## src/rtl/core/sorted_merge_with_sum_combine_assert.svh

```systemverilog
// Assertion macros shared by the merge block's RTL files.
// Expects signals named clock and reset in the including module.
`ifndef SORTED_MERGE_WITH_SUM_COMBINE_ASSERT_SVH
`define SORTED_MERGE_WITH_SUM_COMBINE_ASSERT_SVH

// Same-cycle implication, quiet during reset.
`define SMC_ASSERT_SAME(label, ante, cons, msg) \
   label: assert property (@(posedge clock) disable iff (reset) (ante) |-> (cons)) \
      else $error(msg);

// Next-cycle implication, quiet during reset.
`define SMC_ASSERT_NEXT(label, ante, cons, msg) \
   label: assert property (@(posedge clock) disable iff (reset) (ante) |=> (cons)) \
      else $error(msg);

`endif

```

## src/rtl/core/smc_pkg.sv

```systemverilog
// Shared types, codes and constants of the two-way sorted merge block.
// No dependencies; used by every module of the block.
package smc_pkg;

   localparam int KEY_BYTES     = 16;
   localparam int COUNT_BITS    = 32;
   localparam int KEY_HALF_BITS = 64;
   localparam int QUEUE_DEPTH   = 4;

   localparam logic [KEY_HALF_BITS-1:0] KEY_HIGH_MASK =
      (KEY_BYTES >= 8) ? {KEY_HALF_BITS{1'b1}} :
      ({KEY_HALF_BITS{1'b1}} << (8 * (8 - KEY_BYTES)));
   localparam logic [KEY_HALF_BITS-1:0] KEY_LOW_MASK =
      (KEY_BYTES <= 8) ? {KEY_HALF_BITS{1'b0}} :
      ({KEY_HALF_BITS{1'b1}} << (8 * (16 - KEY_BYTES)));
   localparam logic [COUNT_BITS-1:0] COUNT_MAX = {COUNT_BITS{1'b1}};

   typedef enum logic [1:0] {
      KIND_FIRST_REC  = 2'd0,
      KIND_SECOND_REC = 2'd1,
      KIND_FIRST_END  = 2'd2,
      KIND_SECOND_END = 2'd3
   } kind_type;

   typedef enum logic [1:0] {
      STATUS_OK        = 2'd0,
      STATUS_HEAD_FULL = 2'd1,
      STATUS_RUN_ENDED = 2'd2
   } status_type;

   typedef enum logic [1:0] {
      SIDE_FIRST  = 2'd0,
      SIDE_SECOND = 2'd1,
      SIDE_EITHER = 2'd2,
      SIDE_NONE   = 2'd3
   } side_type;

   typedef struct packed {
      logic [1:0]               kind;
      logic [KEY_HALF_BITS-1:0] key_high;
      logic [KEY_HALF_BITS-1:0] key_low;
      logic [COUNT_BITS-1:0]    count_a;
      logic [COUNT_BITS-1:0]    count_b;
   } req_payload_type;

   typedef struct packed {
      logic                     emitted;
      logic [KEY_HALF_BITS-1:0] out_key_high;
      logic [KEY_HALF_BITS-1:0] out_key_low;
      logic [COUNT_BITS-1:0]    out_count_a;
      logic [COUNT_BITS-1:0]    out_count_b;
      logic                     combined;
      logic                     saturated;
      logic [1:0]               next_side;
      logic                     all_done;
      logic [1:0]               status;
   } rsp_payload_type;

   // Classified item as it travels from front to back.
   typedef struct packed {
      logic                     is_end;
      logic                     side;
      logic [KEY_HALF_BITS-1:0] key_high;
      logic [KEY_HALF_BITS-1:0] key_low;
      logic [COUNT_BITS-1:0]    count_a;
      logic [COUNT_BITS-1:0]    count_b;
   } item_type;

   typedef struct packed {
      logic                     valid;
      logic                     ended;
      logic [KEY_HALF_BITS-1:0] key_high;
      logic [KEY_HALF_BITS-1:0] key_low;
      logic [COUNT_BITS-1:0]    count_a;
      logic [COUNT_BITS-1:0]    count_b;
   } head_type;

   typedef struct packed {
      logic full;
      logic not_empty;
   } queue_state_type;

endpackage

```

## src/rtl/core/smc_front.sv

```systemverilog
// Front part of the merge block: takes request beats, decodes the kind
// and masks the key, then hands items to the queue. Uses smc_pkg.
module smc_front
   import smc_pkg::*;
(
   input  logic            clock,
   input  logic            reset,
   input  logic            req_valid,
   output logic            req_stall,
   input  req_payload_type req_data,
   input  queue_state_type q_state,
   output logic            push,
   output item_type        push_item
);

   logic     valid_ff, valid_in;
   item_type item_ff, item_in;
   logic     accept;

   assign push      = valid_ff && !q_state.full;
   assign push_item = item_ff;
   assign req_stall = valid_ff && q_state.full;
   assign accept    = req_valid && !req_stall;

   always_comb begin
      item_in          = item_ff;
      item_in.key_high = req_data.key_high & KEY_HIGH_MASK;
      item_in.key_low  = req_data.key_low & KEY_LOW_MASK;
      item_in.count_a  = req_data.count_a;
      item_in.count_b  = req_data.count_b;
      case (req_data.kind)
         KIND_FIRST_REC: begin
            item_in.is_end = 1'b0;
            item_in.side   = 1'b0;
         end
         KIND_SECOND_REC: begin
            item_in.is_end = 1'b0;
            item_in.side   = 1'b1;
         end
         KIND_FIRST_END: begin
            item_in.is_end = 1'b1;
            item_in.side   = 1'b0;
         end
         KIND_SECOND_END: begin
            item_in.is_end = 1'b1;
            item_in.side   = 1'b1;
         end
         default: begin
            item_in.is_end = 1'b1;
            item_in.side   = 1'b1;
         end
      endcase

      valid_in = valid_ff;
      if (accept) begin
         valid_in = 1'b1;
      end else if (push) begin
         valid_in = 1'b0;
      end
   end

   always_ff @(posedge clock) begin
      if (reset) begin
         valid_ff <= 1'b0;
      end else begin
         valid_ff <= valid_in;
      end
   end

   always_ff @(posedge clock) begin
      if (accept) begin
         item_ff <= item_in;
      end
   end

endmodule

```

## src/rtl/core/smc_queue.sv

```systemverilog
// Short item queue between the front and back parts of the merge block.
// Register based, first in first out. Uses smc_pkg.
`include "sorted_merge_with_sum_combine_assert.svh"

module smc_queue
   import smc_pkg::*;
(
   input  logic            clock,
   input  logic            reset,
   input  logic            push,
   input  item_type        push_item,
   input  logic            pop,
   output item_type        head_item,
   output queue_state_type q_state
);

   localparam int PTR_BITS   = $clog2(QUEUE_DEPTH);
   localparam int COUNT_WIDE = $clog2(QUEUE_DEPTH + 1);

   item_type              slot_ff [QUEUE_DEPTH];
   logic [PTR_BITS-1:0]   wr_ptr_ff, wr_ptr_in;
   logic [PTR_BITS-1:0]   rd_ptr_ff, rd_ptr_in;
   logic [COUNT_WIDE-1:0] count_ff, count_in;

   assign head_item         = slot_ff[rd_ptr_ff];
   assign q_state.full      = (count_ff == COUNT_WIDE'(QUEUE_DEPTH));
   assign q_state.not_empty = (count_ff != '0);

   always_comb begin
      wr_ptr_in = push ? wr_ptr_ff + 1'b1 : wr_ptr_ff;
      rd_ptr_in = pop ? rd_ptr_ff + 1'b1 : rd_ptr_ff;
      count_in  = count_ff;
      if (push && !pop) begin
         count_in = count_ff + 1'b1;
      end else if (pop && !push) begin
         count_in = count_ff - 1'b1;
      end
   end

   always_ff @(posedge clock) begin
      if (reset) begin
         wr_ptr_ff <= '0;
         rd_ptr_ff <= '0;
         count_ff  <= '0;
      end else begin
         wr_ptr_ff <= wr_ptr_in;
         rd_ptr_ff <= rd_ptr_in;
         count_ff  <= count_in;
      end
   end

   always_ff @(posedge clock) begin
      if (push) begin
         slot_ff[wr_ptr_ff] <= push_item;
      end
   end

   `SMC_ASSERT_SAME(a_count_bound, 1'b1, count_ff <= COUNT_WIDE'(QUEUE_DEPTH), "queue overfilled")
   `SMC_ASSERT_SAME(a_no_push_full, push, !q_state.full, "push into full queue")
   `SMC_ASSERT_SAME(a_no_pop_empty, pop, q_state.not_empty, "pop from empty queue")

endmodule

```

## src/rtl/core/smc_back.sv

```systemverilog
// Back part of the merge block: holds one head record per run, applies
// each queued item, picks or combines the smaller head and registers the
// result beat. Uses smc_pkg.
`include "sorted_merge_with_sum_combine_assert.svh"

module smc_back
   import smc_pkg::*;
(
   input  logic            clock,
   input  logic            reset,
   input  queue_state_type q_state,
   input  item_type        head_item,
   output logic            pop,
   output logic            rsp_valid,
   input  logic            rsp_stall,
   output rsp_payload_type rsp_data
);

   head_type        head0_ff, head0_in;
   head_type        head1_ff, head1_in;
   logic            rsp_valid_ff;
   rsp_payload_type rsp_ff, rsp_in;

   assign pop       = q_state.not_empty && (!rsp_valid_ff || !rsp_stall);
   assign rsp_valid = rsp_valid_ff;
   assign rsp_data  = rsp_ff;

   always_comb begin
      head_type               me;
      head_type               oth;
      head_type               held;
      head_type               n0;
      head_type               n1;
      logic                   draining;
      logic                   emit_held;
      logic                   key_lt;
      logic                   key_eq;
      logic [COUNT_BITS:0]    sum_a;
      logic [COUNT_BITS:0]    sum_b;
      logic                   feed0;
      logic                   feed1;
      status_type             st;

      me        = head_item.side ? head1_ff : head0_ff;
      oth       = head_item.side ? head0_ff : head1_ff;
      held      = me;
      draining  = me.valid && oth.ended && !oth.valid;
      emit_held = 1'b0;
      st        = STATUS_OK;

      if (me.ended) begin
         st = STATUS_RUN_ENDED;
      end else if (head_item.is_end) begin
         me.ended = 1'b1;
      end else if (me.valid && !draining) begin
         st = STATUS_HEAD_FULL;
      end else begin
         // draining head leaves as the new record takes its place
         emit_held   = me.valid;
         me.valid    = 1'b1;
         me.key_high = head_item.key_high;
         me.key_low  = head_item.key_low;
         me.count_a  = head_item.count_a;
         me.count_b  = head_item.count_b;
      end

      n0 = head_item.side ? oth : me;
      n1 = head_item.side ? me : oth;

      key_lt = {n0.key_high, n0.key_low} < {n1.key_high, n1.key_low};
      key_eq = {n0.key_high, n0.key_low} == {n1.key_high, n1.key_low};
      sum_a  = {1'b0, n0.count_a} + {1'b0, n1.count_a};
      sum_b  = {1'b0, n0.count_b} + {1'b0, n1.count_b};

      rsp_in = '0;
      if (emit_held) begin
         rsp_in.emitted      = 1'b1;
         rsp_in.out_key_high = held.key_high;
         rsp_in.out_key_low  = held.key_low;
         rsp_in.out_count_a  = held.count_a;
         rsp_in.out_count_b  = held.count_b;
      end else if (n0.valid && n1.valid) begin
         rsp_in.emitted = 1'b1;
         if (key_eq) begin
            rsp_in.out_key_high = n0.key_high;
            rsp_in.out_key_low  = n0.key_low;
            rsp_in.out_count_a  = sum_a[COUNT_BITS] ? COUNT_MAX : sum_a[COUNT_BITS-1:0];
            rsp_in.out_count_b  = sum_b[COUNT_BITS] ? COUNT_MAX : sum_b[COUNT_BITS-1:0];
            rsp_in.combined     = 1'b1;
            rsp_in.saturated    = sum_a[COUNT_BITS] || sum_b[COUNT_BITS];
            n0.valid            = 1'b0;
            n1.valid            = 1'b0;
         end else if (key_lt) begin
            rsp_in.out_key_high = n0.key_high;
            rsp_in.out_key_low  = n0.key_low;
            rsp_in.out_count_a  = n0.count_a;
            rsp_in.out_count_b  = n0.count_b;
            n0.valid            = 1'b0;
         end else begin
            rsp_in.out_key_high = n1.key_high;
            rsp_in.out_key_low  = n1.key_low;
            rsp_in.out_count_a  = n1.count_a;
            rsp_in.out_count_b  = n1.count_b;
            n1.valid            = 1'b0;
         end
      end else if (n0.valid && n1.ended) begin
         rsp_in.emitted      = 1'b1;
         rsp_in.out_key_high = n0.key_high;
         rsp_in.out_key_low  = n0.key_low;
         rsp_in.out_count_a  = n0.count_a;
         rsp_in.out_count_b  = n0.count_b;
         n0.valid            = 1'b0;
      end else if (n1.valid && n0.ended) begin
         rsp_in.emitted      = 1'b1;
         rsp_in.out_key_high = n1.key_high;
         rsp_in.out_key_low  = n1.key_low;
         rsp_in.out_count_a  = n1.count_a;
         rsp_in.out_count_b  = n1.count_b;
         n1.valid            = 1'b0;
      end

      feed0 = !n0.ended && (!n0.valid || (n1.ended && !n1.valid));
      feed1 = !n1.ended && (!n1.valid || (n0.ended && !n0.valid));
      case ({feed0, feed1})
         2'b11:   rsp_in.next_side = SIDE_EITHER;
         2'b10:   rsp_in.next_side = SIDE_FIRST;
         2'b01:   rsp_in.next_side = SIDE_SECOND;
         default: rsp_in.next_side = SIDE_NONE;
      endcase
      rsp_in.all_done = n0.ended && n1.ended && !n0.valid && !n1.valid;
      rsp_in.status   = st;

      head0_in = n0;
      head1_in = n1;
   end

   always_ff @(posedge clock) begin
      if (reset) begin
         head0_ff.valid <= 1'b0;
         head0_ff.ended <= 1'b0;
         head1_ff.valid <= 1'b0;
         head1_ff.ended <= 1'b0;
         rsp_valid_ff   <= 1'b0;
      end else begin
         if (pop) begin
            head0_ff     <= head0_in;
            head1_ff     <= head1_in;
            rsp_valid_ff <= 1'b1;
         end else if (!rsp_stall) begin
            rsp_valid_ff <= 1'b0;
         end
      end
   end

   always_ff @(posedge clock) begin
      if (pop) begin
         rsp_ff <= rsp_in;
      end
   end

   `SMC_ASSERT_SAME(a_sat_needs_comb, rsp_valid_ff && rsp_ff.saturated, rsp_ff.combined, "saturated without combine")
   `SMC_ASSERT_SAME(a_done_no_feed, rsp_valid_ff && rsp_ff.all_done, rsp_ff.next_side == SIDE_NONE, "done but run still fed")
   `SMC_ASSERT_NEXT(a_end0_sticky, head0_ff.ended, head0_ff.ended, "first run end flag dropped")
   `SMC_ASSERT_NEXT(a_end1_sticky, head1_ff.ended, head1_ff.ended, "second run end flag dropped")

endmodule

```

## src/rtl/core/sorted_merge_with_sum_combine.sv

```systemverilog
// Two-way sorted merge with key aggregation: merges two ascending runs of
// 16-byte keyed records, adding the saturating count sums of equal keys, and
// returns exactly one result beat per request beat. Sustained rate is one
// beat per clock cycle while the result side does not stall. An accepted
// beat is registered in the front part, written to a queue slot, and then
// registered as the result beat on rsp_. The rate is set by the head
// update in the back part, where the key compare and the sum adds are
// combinational and feed the head write-back. A four-entry queue lets the
// request side keep moving while the result side stalls for a short while.
// Depends on smc_pkg, smc_front, smc_queue and smc_back.
module sorted_merge_with_sum_combine
   import smc_pkg::*;
(
   input  logic            clock,
   input  logic            reset,
   input  logic            req_valid,
   output logic            req_stall,
   input  req_payload_type req_data,
   output logic            rsp_valid,
   input  logic            rsp_stall,
   output rsp_payload_type rsp_data
);

   queue_state_type q_state;
   logic            push;
   item_type        push_item;
   logic            pop;
   item_type        head_item;

   smc_front u_front (
      .clock     (clock),
      .reset     (reset),
      .req_valid (req_valid),
      .req_stall (req_stall),
      .req_data  (req_data),
      .q_state   (q_state),
      .push      (push),
      .push_item (push_item)
   );

   smc_queue u_queue (
      .clock     (clock),
      .reset     (reset),
      .push      (push),
      .push_item (push_item),
      .pop       (pop),
      .head_item (head_item),
      .q_state   (q_state)
   );

   smc_back u_back (
      .clock     (clock),
      .reset     (reset),
      .q_state   (q_state),
      .head_item (head_item),
      .pop       (pop),
      .rsp_valid (rsp_valid),
      .rsp_stall (rsp_stall),
      .rsp_data  (rsp_data)
   );

endmodule

```

## config.mk

```make
export PLATFORM = sky130hd
export DESIGN_NAME = sorted_merge_with_sum_combine
export DESIGN_NICKNAME = d
export VERILOG_FILES = /design/src/rtl/core/smc_pkg.sv /design/src/rtl/core/smc_front.sv /design/src/rtl/core/smc_queue.sv /design/src/rtl/core/smc_back.sv /design/src/rtl/core/sorted_merge_with_sum_combine.sv
export VERILOG_INCLUDE_DIRS = /design/src /design/src/rtl/core
export SDC_FILE = /design/constraint.sdc
export NUM_CORES = 2
export LEC_CHECK = 0
export ABC_CLOCK_PERIOD_IN_PS = 21800
export BUFFER_PORTS_ARGS = -buffer_cell sky130_fd_sc_hd__clkbuf_2
export CAP_MARGIN = 30
export CORE_ASPECT_RATIO = 0.75
export CORE_MARGIN = 2
export CORE_UTILIZATION = 55
export DETAILED_ROUTE_END_ITERATION = 16
export MAX_ROUTING_LAYER = met4
export PLACE_DENSITY_LB_ADDON = 0.08
export SYNTH_ARGS = -nofsm -noshare
export SYNTH_HDL_FRONTEND = slang
export SYNTH_SLANG_ARGS = --single-unit
export TNS_END_PERCENT = 50
```

## constraint.sdc

```tcl
create_clock -name clock -period 21.8 [get_ports clock]
set_clock_uncertainty 0.05 [all_clocks]
set_input_delay 4.36 -clock clock [delete_from_list [all_inputs] [get_ports clock]]
set_output_delay 4.36 -clock clock [all_outputs]
set_load 0.005 [all_outputs]
```

==> impl_results.md <==
- Drt total wl: 181000 um
- Worst Setup End Kind: register
- Via density: 6.13
- Fin. Hold Viols: 0
- Largest net degree at the start of global routing: 139
- Core Box Area: 127000 um2
- Boundary pin count: 400
- Syn Std Cell Area: 70800 um2
- # DRC: 0
- Synth Instances: 4815
- Number of flops mapped to enable cells by yosys: 1554
- Worst hold-check path type: reg2reg
- Vias in the first global route: 41400
- DRT Pass-1 Iters: 6
- Final Setup Violations: 0
- Achievable Freq: 95.6 MHz
- CTS tree: done
- Buf+Inv Stages, Crit Path: 3
- # port buffers: 399
- Layout cells sized above 1: 18.0%
- First-pass GRT wire length: 268000 um
- Sequential share of the synthesized area: 66.3%
- Pwr dens: 158 nW/um2
- Horiz. Die Dim: 418 um
- Initial antenna violation count: 6
- Clock slew at reported path FFs: 60 ps
- FFs w/ async S/R, synth: 0%
- Row cnt: 113
- Die Y: 315 um
- Unique cell type count in the Yosys netlist: 79
- Drt wl/cell: 25.9 um
- FF+latch count, synth: 1569
- Longest Clk Path Bufs: 3
- Die area: 132000 um2
- Post-synth top area cell: edfxtp_1
- Crit path kind: reg2reg
- Maximum vdd drop: 0.138 mV
- H-tree levels: 4
- Post-synth top cells: edfxtp_1, nand2_1, mux2i_1, inv_1, ha_1
- Post-Syn Nets: 5214
- Clk_lat worst skew: 810 ps
- Crit-path max cell delay: 1010 ps
- Req. time, crit path: 22250 ps
- Top Family by Delay on Critical Path: simple AND/OR/NAND/NOR gates
- RSZ-0062 raised after global routing: no
- Data arrival, critical path: 10910 ps
- Hpwl dp: 114000 um
- Via count: 42800
- Area Growth Syn to Fin: 12.6%
- Post_cts resized: 0
- Setup Buffers After CTS: 0
- Final min period: 10460 ps
- Max cap viols: 0
- Maximum fanout along the worst path: 83
- Most used cell, CP: buf_4
- Slowest CP cell: mux4_4
- P_leak: 29.3 nW
- YS warnings: 0
- Finished Layout Cells: 6982
- Period utilization: 48.0%
- Post-synth top area share: 65.9%
- Ys flop type: edfxtp_1
- Clock sink count: 1569
- GR Overflow Total: 0
- Critical path startpoint category: register
- CTS Root Cell: clkbuf_16
- Num CTS Buffers: 155
- Routability cong.: 0.892
- Mapped Avg Cell Area: 14.7 um2
- Worst slew pin tran: 1080 ps
- Most frequent cell after synthesis: edfxtp_1
- Setup_tns: 0 ps
- WHS: 433 ps
- CTS Hold Bufs: 0
- Placed Cells: 6698
- Fillers: 9369
- Tot GR Track Use: 28.2%
- Worst slew margin: 27.8%
- Critical-path cell list: mux4_4 -> mux2_1 -> o211ai_2 -> and2_4 -> buf_12 -> mux2i_1 -> ha_1 -> and3_1 -> nand4_1 -> or4_4 -> or4_1 -> nor4_2 -> nand3_1 -> nor3_2 -> nor2_4 -> buf_4 -> o2bb2ai_1 -> nand2_8 -> buf_4 -> o221ai_1
- Layout net count: 5589
- Largest cells by area after synthesis: edfxtp_1, mux2i_1, mux4_2, nand2_1, ha_1
- Initial core utilization: 55.7%
- Status: completed
- Max Slew Vio Count: 0
- Antenna-violating nets left: 0
- First DRT Iteration DRCs: 4728
==> flip-flops by register name, summed over array words and instances, names as in the netlist, named ones only <==
register / count
u_back.head1_ff: 194
u_front.valid_ff: 1
u_back.rsp_valid: 1
u_queue.wr_ptr_ff: 2
u_queue.slot_ff: 776
u_queue.count_ff: 3
u_front.push_item: 194
u_back.head0_ff: 194
u_queue.rd_ptr_ff: 2
u_back.rsp_data: 200
==> layout make-up <==
type                       instances  area, um2  area share [%]
sequential                      1569      47000            58.9
multi-input combinational       2606      21400            26.9
clock buffer                     190       4130            5.17
timing repair buffer             460       2670            3.34
tap                             1667       2090            2.61
inverter                         398       1500            1.88
clock inverter                    91        985            1.23
antenna                            1       2.50         0.00314
==> final timing paths <==
path / from / end / slack [ps] / cells after the start
worst min register to register: u_back.rsp_valid / u_back.rsp_valid / 430 / 2
worst max register to register: register / u_back.rsp_data[165] / 11340 / 20
worst max-delay path: register / u_back.rsp_data[165] / 11340 / 20
worst min-delay path: u_back.rsp_valid / u_back.rsp_valid / 430 / 2
==> power by group <==
part	total, mW	switching, mW	internal, mW
registers	4.61	0.377	4.24
clock network	2.71	1.16	1.55
logic	5.30	3.36	1.95
total	12.6	4.89	7.73
==> tightest hold or removal path: stages (launching register included) <==
cell and delay (ps):
dfxtp_1 320, nand2_1 60, a21oi_1 50
==> stage by stage <==
step | area [um2] | power (mW) | setup WS (ps) | util, %
floorplan | 70800 | 8.33 | 126 | -
finish | 79800 | 12.6 | 11340 | 62.7
global route | 79800 | 13.3 | 10950 | 62.7
CTS | 79700 | 12.6 | 11380 | 62.6
detailed placement | 74600 | 9.88 | 11410 | 58.6
global placement | 74500 | 9.80 | 11470 | 58.6
==> cell usage in the layout, fill, tap and decap left out, drive strengths merged, types with 19 or more instances in the layout <==
master,Yosys,final
xor2,28,28
clkinv,1,54
ha,198,198
nor2,89,89
o21ai,107,107
clkbuf,125,589
nor3,28,28
a21o,45,45
xnor2,23,23
o211ai,42,42
o221ai,130,130
o22ai,65,65
a32oi,34,34
a21oi,134,134
a221oi,38,38
a31oi,19,19
inv,397,411
a22oi,20,20
mux2i,450,450
edfxtp,1554,1554
nand2,706,706
buf,117,61
nand3,36,36
mux4,193,193
nand4,29,29
==> logic make-up after synthesis <==
kind of cell | after synthesis | share of synthesized area, %
AOI/OAI and AO/OA | 727 | 7.43
xor gates and xnor gates | 51 | 0.631
adders and majority gates | 201 | 3.58
buffers and inverters | 640 | 3.61
DFF | 1569 | 66.3
muxes | 652 | 12.6
and+or+nand+nor | 975 | 5.79
==> per-layer routing <==
metal	track usage, %	vias up	part of all wire [%]
met5	-	-	0
met4	9.16	0	3.0
met3	3.46	274	6.6
met2	40.3	1679	44
met1	42.4	21600	46
li1	-	19200	-
Note: power is estimated with default switching activity, not from simulation.
